### config.mk
export PLATFORM = sky130hd
export DESIGN_NAME = life_generation_stencil_unit
export DESIGN_NICKNAME = d
export VERILOG_FILES = /design/src/rtl/core/lgs_pkg.sv /design/src/rtl/core/lgs_line_buffer.sv /design/src/rtl/core/lgs_control.sv /design/src/rtl/core/lgs_window_eval.sv /design/src/rtl/core/life_generation_stencil_unit.sv
export SDC_FILE = /design/constraint.sdc
export NUM_CORES = 2
export LEC_CHECK = 0
export ABC_AREA = 0
export BUFFER_PORTS_ARGS = -buffer_cell sky130_fd_sc_hd__buf_2
export CORE_UTILIZATION = 40
export DETAILED_ROUTE_END_ITERATION = 10
export PLACE_DENSITY = 0.61
export SLEW_MARGIN = 20
export SYNTH_ARGS = -nofsm -noshare
export SYNTH_HDL_FRONTEND = slang
export SYNTH_SLANG_ARGS = --single-unit
### constraint.sdc
create_clock -name clock -period 13.3 [get_ports clock]
set_input_delay 2.66 -clock clock [delete_from_list [all_inputs] [get_ports clock]]
set_output_delay 2.66 -clock clock [all_outputs]
set_load 0.03 [all_outputs]
### src/rtl/core/lgs_pkg.sv
// Shared types and constants for the life generation stencil unit.
// Used by every module under rtl/core; has no dependencies of its own.
package lgs_pkg;

   localparam int MAX_WIDTH  = 512;
   localparam int MAX_HEIGHT = 512;

   // Size registers are 10 bits wide, as written through the csr port.
   localparam int SIZE_W = 10;
   localparam int COL_W  = $clog2(MAX_WIDTH);
   localparam int ROW_W  = $clog2(MAX_HEIGHT);
   localparam int LAG_W  = SIZE_W + 1;
   localparam int CSR_INDEX_W = 8;

   localparam logic [SIZE_W-1:0] MIN_SIZE       = SIZE_W'(3);
   localparam logic [SIZE_W-1:0] WIDTH_RESET    = SIZE_W'(315);
   localparam logic [SIZE_W-1:0] HEIGHT_RESET   = SIZE_W'(165);
   localparam logic [SIZE_W-1:0] MAX_WIDTH_VAL  = SIZE_W'(MAX_WIDTH);
   localparam logic [SIZE_W-1:0] MAX_HEIGHT_VAL = SIZE_W'(MAX_HEIGHT);

   localparam logic [CSR_INDEX_W-1:0] CSR_GRID_WIDTH  = CSR_INDEX_W'(0);
   localparam logic [CSR_INDEX_W-1:0] CSR_GRID_HEIGHT = CSR_INDEX_W'(1);

   localparam logic KIND_CELL  = 1'b0;
   localparam logic KIND_FLUSH = 1'b1;

   // One taken raster position on its way from the counters to the evaluator.
   typedef struct packed {
      logic             valid;
      logic             alive;
      logic [COL_W-1:0] col;
      logic             col_zero;
      logic             emit;
      logic             top;
      logic             bottom;
      logic             left;
      logic             right;
      logic             last;
   } slot_type;

   typedef struct packed {
      logic next_alive;
      logic cell_changed;
      logic frame_changed;
      logic last_of_frame;
   } result_type;

endpackage

### src/rtl/core/lgs_line_buffer.sv
// Two row buffers of the stencil, kept as one 2-bit wide memory.
// Bit 1 holds the row just received, bit 0 the row before it. Uses lgs_pkg.
module lgs_line_buffer import lgs_pkg::*; (
   input  logic             clock,
   input  logic             rd_en,
   input  logic [COL_W-1:0] rd_addr,
   output logic [1:0]       rd_data,
   input  logic             wr_en,
   input  logic [COL_W-1:0] wr_addr,
   input  logic [1:0]       wr_data
);

   logic [1:0] mem [MAX_WIDTH];
   logic [1:0] rd_data_ff;

   always_ff @(posedge clock) begin
      if (wr_en) begin
         mem[wr_addr] <= wr_data;
      end
      if (rd_en) begin
         rd_data_ff <= mem[rd_addr];
      end
   end

   assign rd_data = rd_data_ff;

endmodule

### src/rtl/core/lgs_control.sv
// Raster position counters, size registers and the lag count of the stencil.
// Decides for each beat where it lands and which result it releases. Uses lgs_pkg.
module lgs_control import lgs_pkg::*; (
   input  logic                   clock,
   input  logic                   reset,
   input  logic                   accept,
   input  logic                   kind,
   input  logic                   cell_alive,
   input  logic                   slot_move,
   input  logic                   csr_write,
   input  logic [CSR_INDEX_W-1:0] csr_index,
   input  logic [SIZE_W-1:0]      csr_wdata,
   output logic                   taken,
   output logic [COL_W-1:0]       col,
   output logic                   restart,
   output slot_type               slot
);

   logic [SIZE_W-1:0] width_ff, width_in, height_ff, height_in;
   logic [COL_W-1:0]  icol_ff, icol_in, ocol_ff, ocol_in;
   logic [ROW_W-1:0]  irow_ff, irow_in, orow_ff, orow_in;
   logic [LAG_W-1:0]  lag_ff, lag_in, lag_step;
   logic              cae_ff, cae_in;
   slot_type          slot_ff, slot_in;
   logic [SIZE_W-1:0] icol_next, irow_next, ocol_next, orow_next;
   logic              emit, out_bottom, out_right;

   function automatic logic [SIZE_W-1:0] clamp_size(input logic [SIZE_W-1:0] v,
                                                    input logic [SIZE_W-1:0] hi);
      logic [SIZE_W-1:0] r;
      if (v < MIN_SIZE) begin
         r = MIN_SIZE;
      end else if (v > hi) begin
         r = hi;
      end else begin
         r = v;
      end
      return r;
   endfunction

   assign col   = ({1'b0, icol_ff} >= width_ff) ? '0 : icol_ff;
   assign taken = (kind == KIND_CELL) || (lag_ff != '0);
   assign restart = csr_write &&
                    ((csr_index == CSR_GRID_WIDTH) || (csr_index == CSR_GRID_HEIGHT));

   assign icol_next  = SIZE_W'(col) + SIZE_W'(1);
   assign irow_next  = SIZE_W'(irow_ff) + SIZE_W'(1);
   assign ocol_next  = SIZE_W'(ocol_ff) + SIZE_W'(1);
   assign orow_next  = SIZE_W'(orow_ff) + SIZE_W'(1);
   assign lag_step   = lag_ff + LAG_W'(1);
   assign emit       = lag_step >= (LAG_W'(width_ff) + LAG_W'(2));
   assign out_bottom = orow_next >= height_ff;
   assign out_right  = ocol_next >= width_ff;

   always_comb begin
      width_in  = width_ff;
      height_in = height_ff;
      icol_in   = icol_ff;
      irow_in   = irow_ff;
      ocol_in   = ocol_ff;
      orow_in   = orow_ff;
      lag_in    = lag_ff;
      cae_in    = cae_ff;

      slot_in = slot_ff;
      if (slot_move) begin
         slot_in.valid = 1'b0;
      end

      if (accept && taken) begin
         slot_in.valid    = 1'b1;
         slot_in.alive    = (kind == KIND_CELL) && cell_alive;
         slot_in.col      = col;
         slot_in.col_zero = (col == '0);
         slot_in.emit     = emit;
         slot_in.top      = (orow_ff == '0);
         slot_in.bottom   = out_bottom;
         slot_in.left     = (ocol_ff == '0);
         slot_in.right    = out_right;
         slot_in.last     = emit && out_bottom && out_right;

         if (kind == KIND_CELL) begin
            cae_in = 1'b1;
         end
         if (icol_next >= width_ff) begin
            icol_in = '0;
            if (irow_next >= height_ff) begin
               irow_in = '0;
               cae_in  = 1'b0;
            end else begin
               irow_in = irow_next[ROW_W-1:0];
            end
         end else begin
            icol_in = icol_next[COL_W-1:0];
         end

         if (emit) begin
            lag_in = lag_ff;
            if (out_bottom && out_right) begin
               orow_in = '0;
               ocol_in = '0;
               // With no cell seen past the frame end, the input side starts over.
               if (!cae_in) begin
                  irow_in = '0;
                  icol_in = '0;
                  lag_in  = '0;
               end
            end else if (out_right) begin
               ocol_in = '0;
               orow_in = orow_next[ROW_W-1:0];
            end else begin
               ocol_in = ocol_next[COL_W-1:0];
            end
         end else begin
            lag_in = lag_step;
         end
      end

      if (csr_write && (csr_index == CSR_GRID_WIDTH)) begin
         width_in = clamp_size(csr_wdata, MAX_WIDTH_VAL);
      end
      if (csr_write && (csr_index == CSR_GRID_HEIGHT)) begin
         height_in = clamp_size(csr_wdata, MAX_HEIGHT_VAL);
      end
      if (restart) begin
         icol_in       = '0;
         irow_in       = '0;
         ocol_in       = '0;
         orow_in       = '0;
         lag_in        = '0;
         cae_in        = 1'b0;
         slot_in.valid = 1'b0;
      end
   end

   always_ff @(posedge clock) begin
      if (reset) begin
         width_ff      <= WIDTH_RESET;
         height_ff     <= HEIGHT_RESET;
         icol_ff       <= '0;
         irow_ff       <= '0;
         ocol_ff       <= '0;
         orow_ff       <= '0;
         lag_ff        <= '0;
         cae_ff        <= 1'b0;
         slot_ff       <= '0;
      end else begin
         width_ff  <= width_in;
         height_ff <= height_in;
         icol_ff   <= icol_in;
         irow_ff   <= irow_in;
         ocol_ff   <= ocol_in;
         orow_ff   <= orow_in;
         lag_ff    <= lag_in;
         cae_ff    <= cae_in;
         slot_ff   <= slot_in;
      end
   end

   assign slot = slot_ff;

endmodule

### src/rtl/core/lgs_window_eval.sv
// 3x3 neighborhood window, edge masking and the B3/S23 rule.
// Also keeps the per-frame change flag. Uses lgs_pkg.
module lgs_window_eval import lgs_pkg::*; (
   input  logic       clock,
   input  logic       reset,
   input  logic       restart,
   input  slot_type   slot,
   input  logic       slot_move,
   input  logic [1:0] buf_data,
   output result_type result
);

   localparam logic [8:0] MASK_TOP    = 9'h049;
   localparam logic [8:0] MASK_BOTTOM = 9'h124;
   localparam logic [8:0] MASK_LEFT   = 9'h007;
   localparam logic [8:0] MASK_RIGHT  = 9'h1C0;

   logic [8:0] window_ff, window_in;
   logic       change_ff, change_in;
   logic [8:0] win_new, win_sel, mask, win;
   logic [3:0] count;
   logic       center, next_alive, changed;

   // Each window column holds, from the low bit up: two rows back, one row back, new row.
   assign win_new = {slot.alive, buf_data[1], buf_data[0], window_ff[8:3]};

   // At column zero the emitted cell is the last one of the previous row.
   assign win_sel = slot.col_zero ? {3'b000, window_ff[8:3]} : win_new;

   always_comb begin
      mask = 9'h1FF;
      if (slot.top) begin
         mask = mask & ~MASK_TOP;
      end
      if (slot.bottom) begin
         mask = mask & ~MASK_BOTTOM;
      end
      if (slot.left) begin
         mask = mask & ~MASK_LEFT;
      end
      if (slot.right) begin
         mask = mask & ~MASK_RIGHT;
      end
   end

   assign win    = win_sel & mask;
   assign center = win[4];

   always_comb begin
      count = '0;
      for (int b = 0; b < 9; b++) begin
         if (b != 4) begin
            count = count + 4'(win[b]);
         end
      end
   end

   assign next_alive = center ? ((count == 4'd2) || (count == 4'd3)) : (count == 4'd3);
   assign changed    = next_alive ^ center;

   always_comb begin
      window_in = window_ff;
      change_in = change_ff;
      if (slot_move) begin
         window_in = win_new;
         if (slot.emit) begin
            change_in = slot.last ? 1'b0 : (change_ff | changed);
         end
      end
      if (restart) begin
         window_in = '0;
         change_in = 1'b0;
      end
   end

   always_ff @(posedge clock) begin
      if (reset) begin
         window_ff <= '0;
         change_ff <= 1'b0;
      end else begin
         window_ff <= window_in;
         change_ff <= change_in;
      end
   end

   assign result.next_alive    = next_alive;
   assign result.cell_changed  = changed;
   assign result.frame_changed = slot.last && (change_ff || changed);
   assign result.last_of_frame = slot.last;

endmodule

### src/rtl/core/life_generation_stencil_unit.sv
// Streaming B3/S23 next-generation stencil: cells arrive in raster order, one per beat,
// and the unit takes one beat in every clock cycle while the result side keeps up. The
// result for a cell leaves after one further row plus one cell has been taken, then
// passes the line buffer read register and the result register; flush beats push the
// tail of a frame out. The rate is set by the single port pair of the 512 x 2 line
// buffer, read and written once per beat. No clearing pass follows reset: neighbors
// outside the frame are masked by the output position, so the buffer's power-up
// contents are never seen. Writing either size register restarts the raster
// position; sizes are clamped to 3..512. Depends on lgs_pkg and the lgs modules.
module life_generation_stencil_unit import lgs_pkg::*; (
   input  logic                   clock,
   input  logic                   reset,
   input  logic                   req_tvalid,
   output logic                   req_tready,
   input  logic [7:0]             req_tdata,   // [0] cell_alive, [7:1] zero
   input  logic                   req_tuser,   // [0] kind
   output logic                   rsp_tvalid,
   input  logic                   rsp_tready,
   output logic [7:0]             rsp_tdata,   // [0] next_alive, [1] cell_changed,
                                               // [2] frame_changed, [7:3] zero
   output logic                   rsp_tlast,   // last_of_frame
   input  logic                   csr_valid,
   output logic                   csr_ready,
   input  logic [CSR_INDEX_W-1:0] csr_index,
   input  logic [SIZE_W-1:0]      csr_wdata
);

   logic       accept, taken, restart, slot_move;
   logic [COL_W-1:0] col;
   slot_type   slot;
   logic [1:0] buf_data;
   result_type result;
   logic       rsp_valid_ff, rsp_valid_in;
   result_type rsp_ff, rsp_in;

   assign csr_ready = 1'b1;

   // A slot that releases no result never waits for the result register.
   assign slot_move  = slot.valid && (!slot.emit || !rsp_valid_ff || rsp_tready);
   assign req_tready = !slot.valid || slot_move;
   assign accept     = req_tvalid && req_tready;

   lgs_control u_control (
      .clock      (clock),
      .reset      (reset),
      .accept     (accept),
      .kind       (req_tuser),
      .cell_alive (req_tdata[0]),
      .slot_move  (slot_move),
      .csr_write  (csr_valid && csr_ready),
      .csr_index  (csr_index),
      .csr_wdata  (csr_wdata),
      .taken      (taken),
      .col        (col),
      .restart    (restart),
      .slot       (slot)
   );

   lgs_line_buffer u_line_buffer (
      .clock   (clock),
      .rd_en   (accept && taken),
      .rd_addr (col),
      .rd_data (buf_data),
      .wr_en   (slot_move),
      .wr_addr (slot.col),
      .wr_data ({slot.alive, buf_data[1]})
   );

   lgs_window_eval u_window_eval (
      .clock     (clock),
      .reset     (reset),
      .restart   (restart),
      .slot      (slot),
      .slot_move (slot_move),
      .buf_data  (buf_data),
      .result    (result)
   );

   always_comb begin
      rsp_valid_in = rsp_valid_ff;
      rsp_in       = rsp_ff;
      if (rsp_tready) begin
         rsp_valid_in = 1'b0;
      end
      if (slot_move && slot.emit) begin
         rsp_valid_in = 1'b1;
         rsp_in       = result;
      end
   end

   always_ff @(posedge clock) begin
      if (reset) begin
         rsp_valid_ff <= 1'b0;
      end else begin
         rsp_valid_ff <= rsp_valid_in;
      end
      rsp_ff <= rsp_in;
   end

   assign rsp_tvalid = rsp_valid_ff;
   assign rsp_tdata  = {5'b00000, rsp_ff.frame_changed, rsp_ff.cell_changed,
                        rsp_ff.next_alive};
   assign rsp_tlast  = rsp_ff.last_of_frame;

   // The buffer entry being written back must never be the one read for the next beat.
   // After a frame drained by flush beats the input restarts at column zero, and the
   // first read may meet the write of the last slot; that row is masked as the top edge.
   a_no_buffer_collision: assert property (@(posedge clock) disable iff (reset)
      (accept && taken && slot_move && !slot.last) |-> (col != slot.col))
      else $error("line buffer read and write collide on one column");

   // A waiting result is never overwritten by the next one.
   a_no_result_overwrite: assert property (@(posedge clock) disable iff (reset)
      (rsp_valid_ff && !rsp_tready) |-> !(slot_move && slot.emit))
      else $error("pending result overwritten");

   // The frame change flag is only reported on the last cell of a frame.
   a_frame_flag_on_last: assert property (@(posedge clock) disable iff (reset)
      rsp_tvalid |-> (!rsp_tdata[2] || rsp_tlast))
      else $error("frame_changed set outside the last cell");

endmodule

==> impl_metrics.ini <==
[worst_hold_path]
hold_path.startpoint = u_window_eval.window_ff[3]
hold_path.class = flop to flop

[synth]
postSynthAreaPerCell_um2 = 12.7
synthDominantCellAreaShare_pct = 62.6
synth_async_sr_flop_share_pct = 0
ys.warnings.count = 0
synth.distinct_cells = 91
synthTopCellsByCount = edfxtp_1 (1030), nor2_1 (758), a21oi_1 (207)
netlist.top_cell.by_area = edfxtp_1
post_synth_instance_area_um2 = 49400
synth_enable_flop_cells = 1030
synth_seq_area_share_pct = 66.4
synth.top_cells.by_area = edfxtp_1 (63%), nor2_1 (5.8%), dfxtp_1 (3.8%)
dominant_register_cell_in_the_synthesized_netlist = edfxtp_1
postSynthRegisterBits = 1124
syn-instance-count = 3877
synth_most_common_cell = edfxtp_1

[routing]
drt-wirelength-per-cell_um = 25.7
drt_drc_violations_left = 0
viasPerCell = 5.91
drt_first_pass_iters = 6
final_wirelength_um = 142000
ant_nets = 0
iteration_0_drc_count_of_the_detailed_router = 3873
dr_total_vias = 32700

[sta]
worst_clock_skew_ns = 0.0232
worst-slew-pin-transition_ns = 1.14
setup_slack_ns = 5.88
final.period_utilization_pct = 55.8
layout_min_cycle_time_ns = 7.42
rsz_0062_raised_after_global_routing = false
timing.final.hold_violations = 0
slew-limit-headroom_pct = 23.7
slew_viol_final = 0
timing.fmax_ghz = 0.135
setup_viol = 0
setup_total_negative_slack_ns = 0

[placement]
routabilityCongestion = 0.822
placed_wire_length_estimate_um = 78000
instance_area_after_placement_um2 = 51000
buffer_ports.inserted = 30
place_worst_setup_slack_ns = 6.00

[die]
i_o_pins = 44
chipHeight_um = 354
row_count = 128
core_area_um2 = 122000
fp.dieArea_um2 = 125000
floorplan.initialDensity_pct = 40.4
chipWidth_um = 354

[clocking]
cts-root-buf = clkbuf_16
clock_tree.htree_level_count = 3
ctsResizeCount = 0
worst_skew_pair.late_latency_ns = 0.72
cts.reportedPaths.clkPinSlew_ns = 0.06
cts.repair_timing.setup_buffer_count = 0
tritoncts = built
clkSinkCount = 1124
numCtsBuffers = 116
max-clock-path-buffers = 3
cts_hold_buf = 0

[power]
totalPowerFinal_mw = 7.40
peakVddDrop_uv = 111
power_leakage_nw = 17.0
power_density_nw_per_um2 = 136

[final_layout]
syn2layout_area_growth_pct = 10.4
filler_cell_count = 11000
layout_cell_area_excl_fill_um2 = 54600
num-nets-final = 3913
antenna_cells = 0
post_route_cells_drive_above_1_share_pct = 10.2
final_util_pct = 44.7

[critical_path]
timing.setup.critical_path_class = flop to flop
critPathLaunch = u_control.icol_ff[0]
cp_cell_sequence = inv_2, ha_1, nand2b_1, a31oi_2, o211a_4, nand2_2, inv_1, buf_4, ha_1, nand4_1, or3_1, a21oi_1, ha_1, o21a_1, o21a_1, o22ai_1, a21oi_1, a21boi_1, o31ai_4, nor3_4, a22o_1
cp_data_required_time_ns = 13.95
timing.critical_path.fanout_max = 44
critPathMostFrequentCell = ha_1
setup.worst_path.start_class = flop
cp.buffers_inverters = 3
cp_capture_type = flop
worst_ep_arrival_time_ns = 8.08
critical_path.top_delay_family = compound AO/OA/AOI/OAI gates
slowest_delay_ns = 0.75
critPathSlowestCell = dfxtp_4
critical_path.reg2reg.startpoint = u_control.icol_ff[0]

[grt]
antenna_found_initial = 0
grt_pass1_wl_um = 208000
grt_pass1_vias = 31800
grt_usage_pct = 22.3
global_route.overflow_total = 0
grt_start_max_net_pins = 208

[run_status]
status = completed

[run]
timing.max_cap.violations = 0
cell families after synthesis:
logic type	synth area share, %
adder cells (fa/ha/maj)	2.01
other	0.0152
multiplexers	6.17
AO/OA/AOI/OAI	11.2
AND/OR/NAND/NOR	10.4
flip-flops	66.4
XOR/XNOR	0.762
buffers and inverters	3.11
area by class of cell:
class	count	area (um2)	area share, %
repair buffers	96	696	1.27
clock inverters	63	482	0.883
inverters	53	199	0.364
clock buffers	150	3110	5.70
multi-input cells	2413	15200	27.9
flip-flops and latches	1124	32800	60.1
well taps	1625	2030	3.73
power by group:
part / leakage [nW] / internal (mW) / switching (mW)
Combinational: 5.39 / 0.109 / 0.296
Sequential: 9.87 / 3.88 / 0.0171
Clock: 1.77 / 1.76 / 1.34
Total: 17.0 / 5.75 / 1.66
layer usage:
metal | vias up | GRT usage [%] | routed length (um)
li1 | 14500 | - | -
met1 | 16500 | 30.3 | 58200
met2 | 1500 | 36.7 | 67400
met3 | 242 | 3.36 | 12200
met4 | 0 | 7.18 | 4190
met5 | - | 0 | 0
metrics by stage:
stage	hold WS (ns)	instances
2_1_floorplan	0.432	3881
3_3_place_gp	0.438	5311
3_5_place_dp	0.450	5311
4_1_cts	0.459	5524
5_1_grt	0.478	5524
6_report	0.459	5524
sequential cells by signal, indices dropped and copies added (netlist names):
signal                   cells
u_line_buffer.mem         1024
u_control.slot              18
u_control.lag_ff            11
u_control.height_ff         10
u_control.width_ff          10
u_control.icol_ff            9
u_control.irow_ff            9
u_control.ocol_ff            9
u_control.orow_ff            9
u_window_eval.window_ff      6
rsp_tdata                    3
u_line_buffer.rd_data        2
rsp_tlast                    1
rsp_tvalid                   1
u_control.cae_ff             1
u_window_eval.change_ff      1
worst register-to-register path, cell delays in order (launching register included):
cell      delay, ns
dfxtp_4        0.75
inv_2          0.53
ha_1           0.43
nand2b_1       0.15
a31oi_2        0.43
o211a_4        0.62
nand2_2        0.33
inv_1          0.33
buf_4          0.42
ha_1           0.31
nand4_1        0.17
or3_1          0.39
a21oi_1        0.28
ha_1           0.29
o21a_1         0.11
o21a_1         0.16
o22ai_1        0.19
a21oi_1        0.18
a21boi_1       0.49
o31ai_4        0.18
nor3_4         0.42
a22o_1         0.20
final timing paths:
check	depth (start not counted)	slack (ns)	end
worst max-delay path	21	5.88	u_control.icol_ff[7]
worst min-delay path	2	0.46	u_window_eval.window_ff[3]
worst max register to register	21	5.88	u_control.icol_ff[7]
worst min register to register	2	0.46	u_window_eval.window_ff[3]
layout by cell type (no fill, tap or decap), types with 62 or more instances in the layout:
cell type	Yosys	layout
a21oi_1	207	207
nor2_1	758	754
a211oi_1	89	89
o21ai_0	146	146
dfxtp_1	94	90
nand2_1	204	191
clkbuf_16	0	118
mux2i_1	183	183
buf_4	30	62
edfxtp_1	1030	1030
ha_1	73	73
Note: power is estimated with default switching activity, not from simulation.
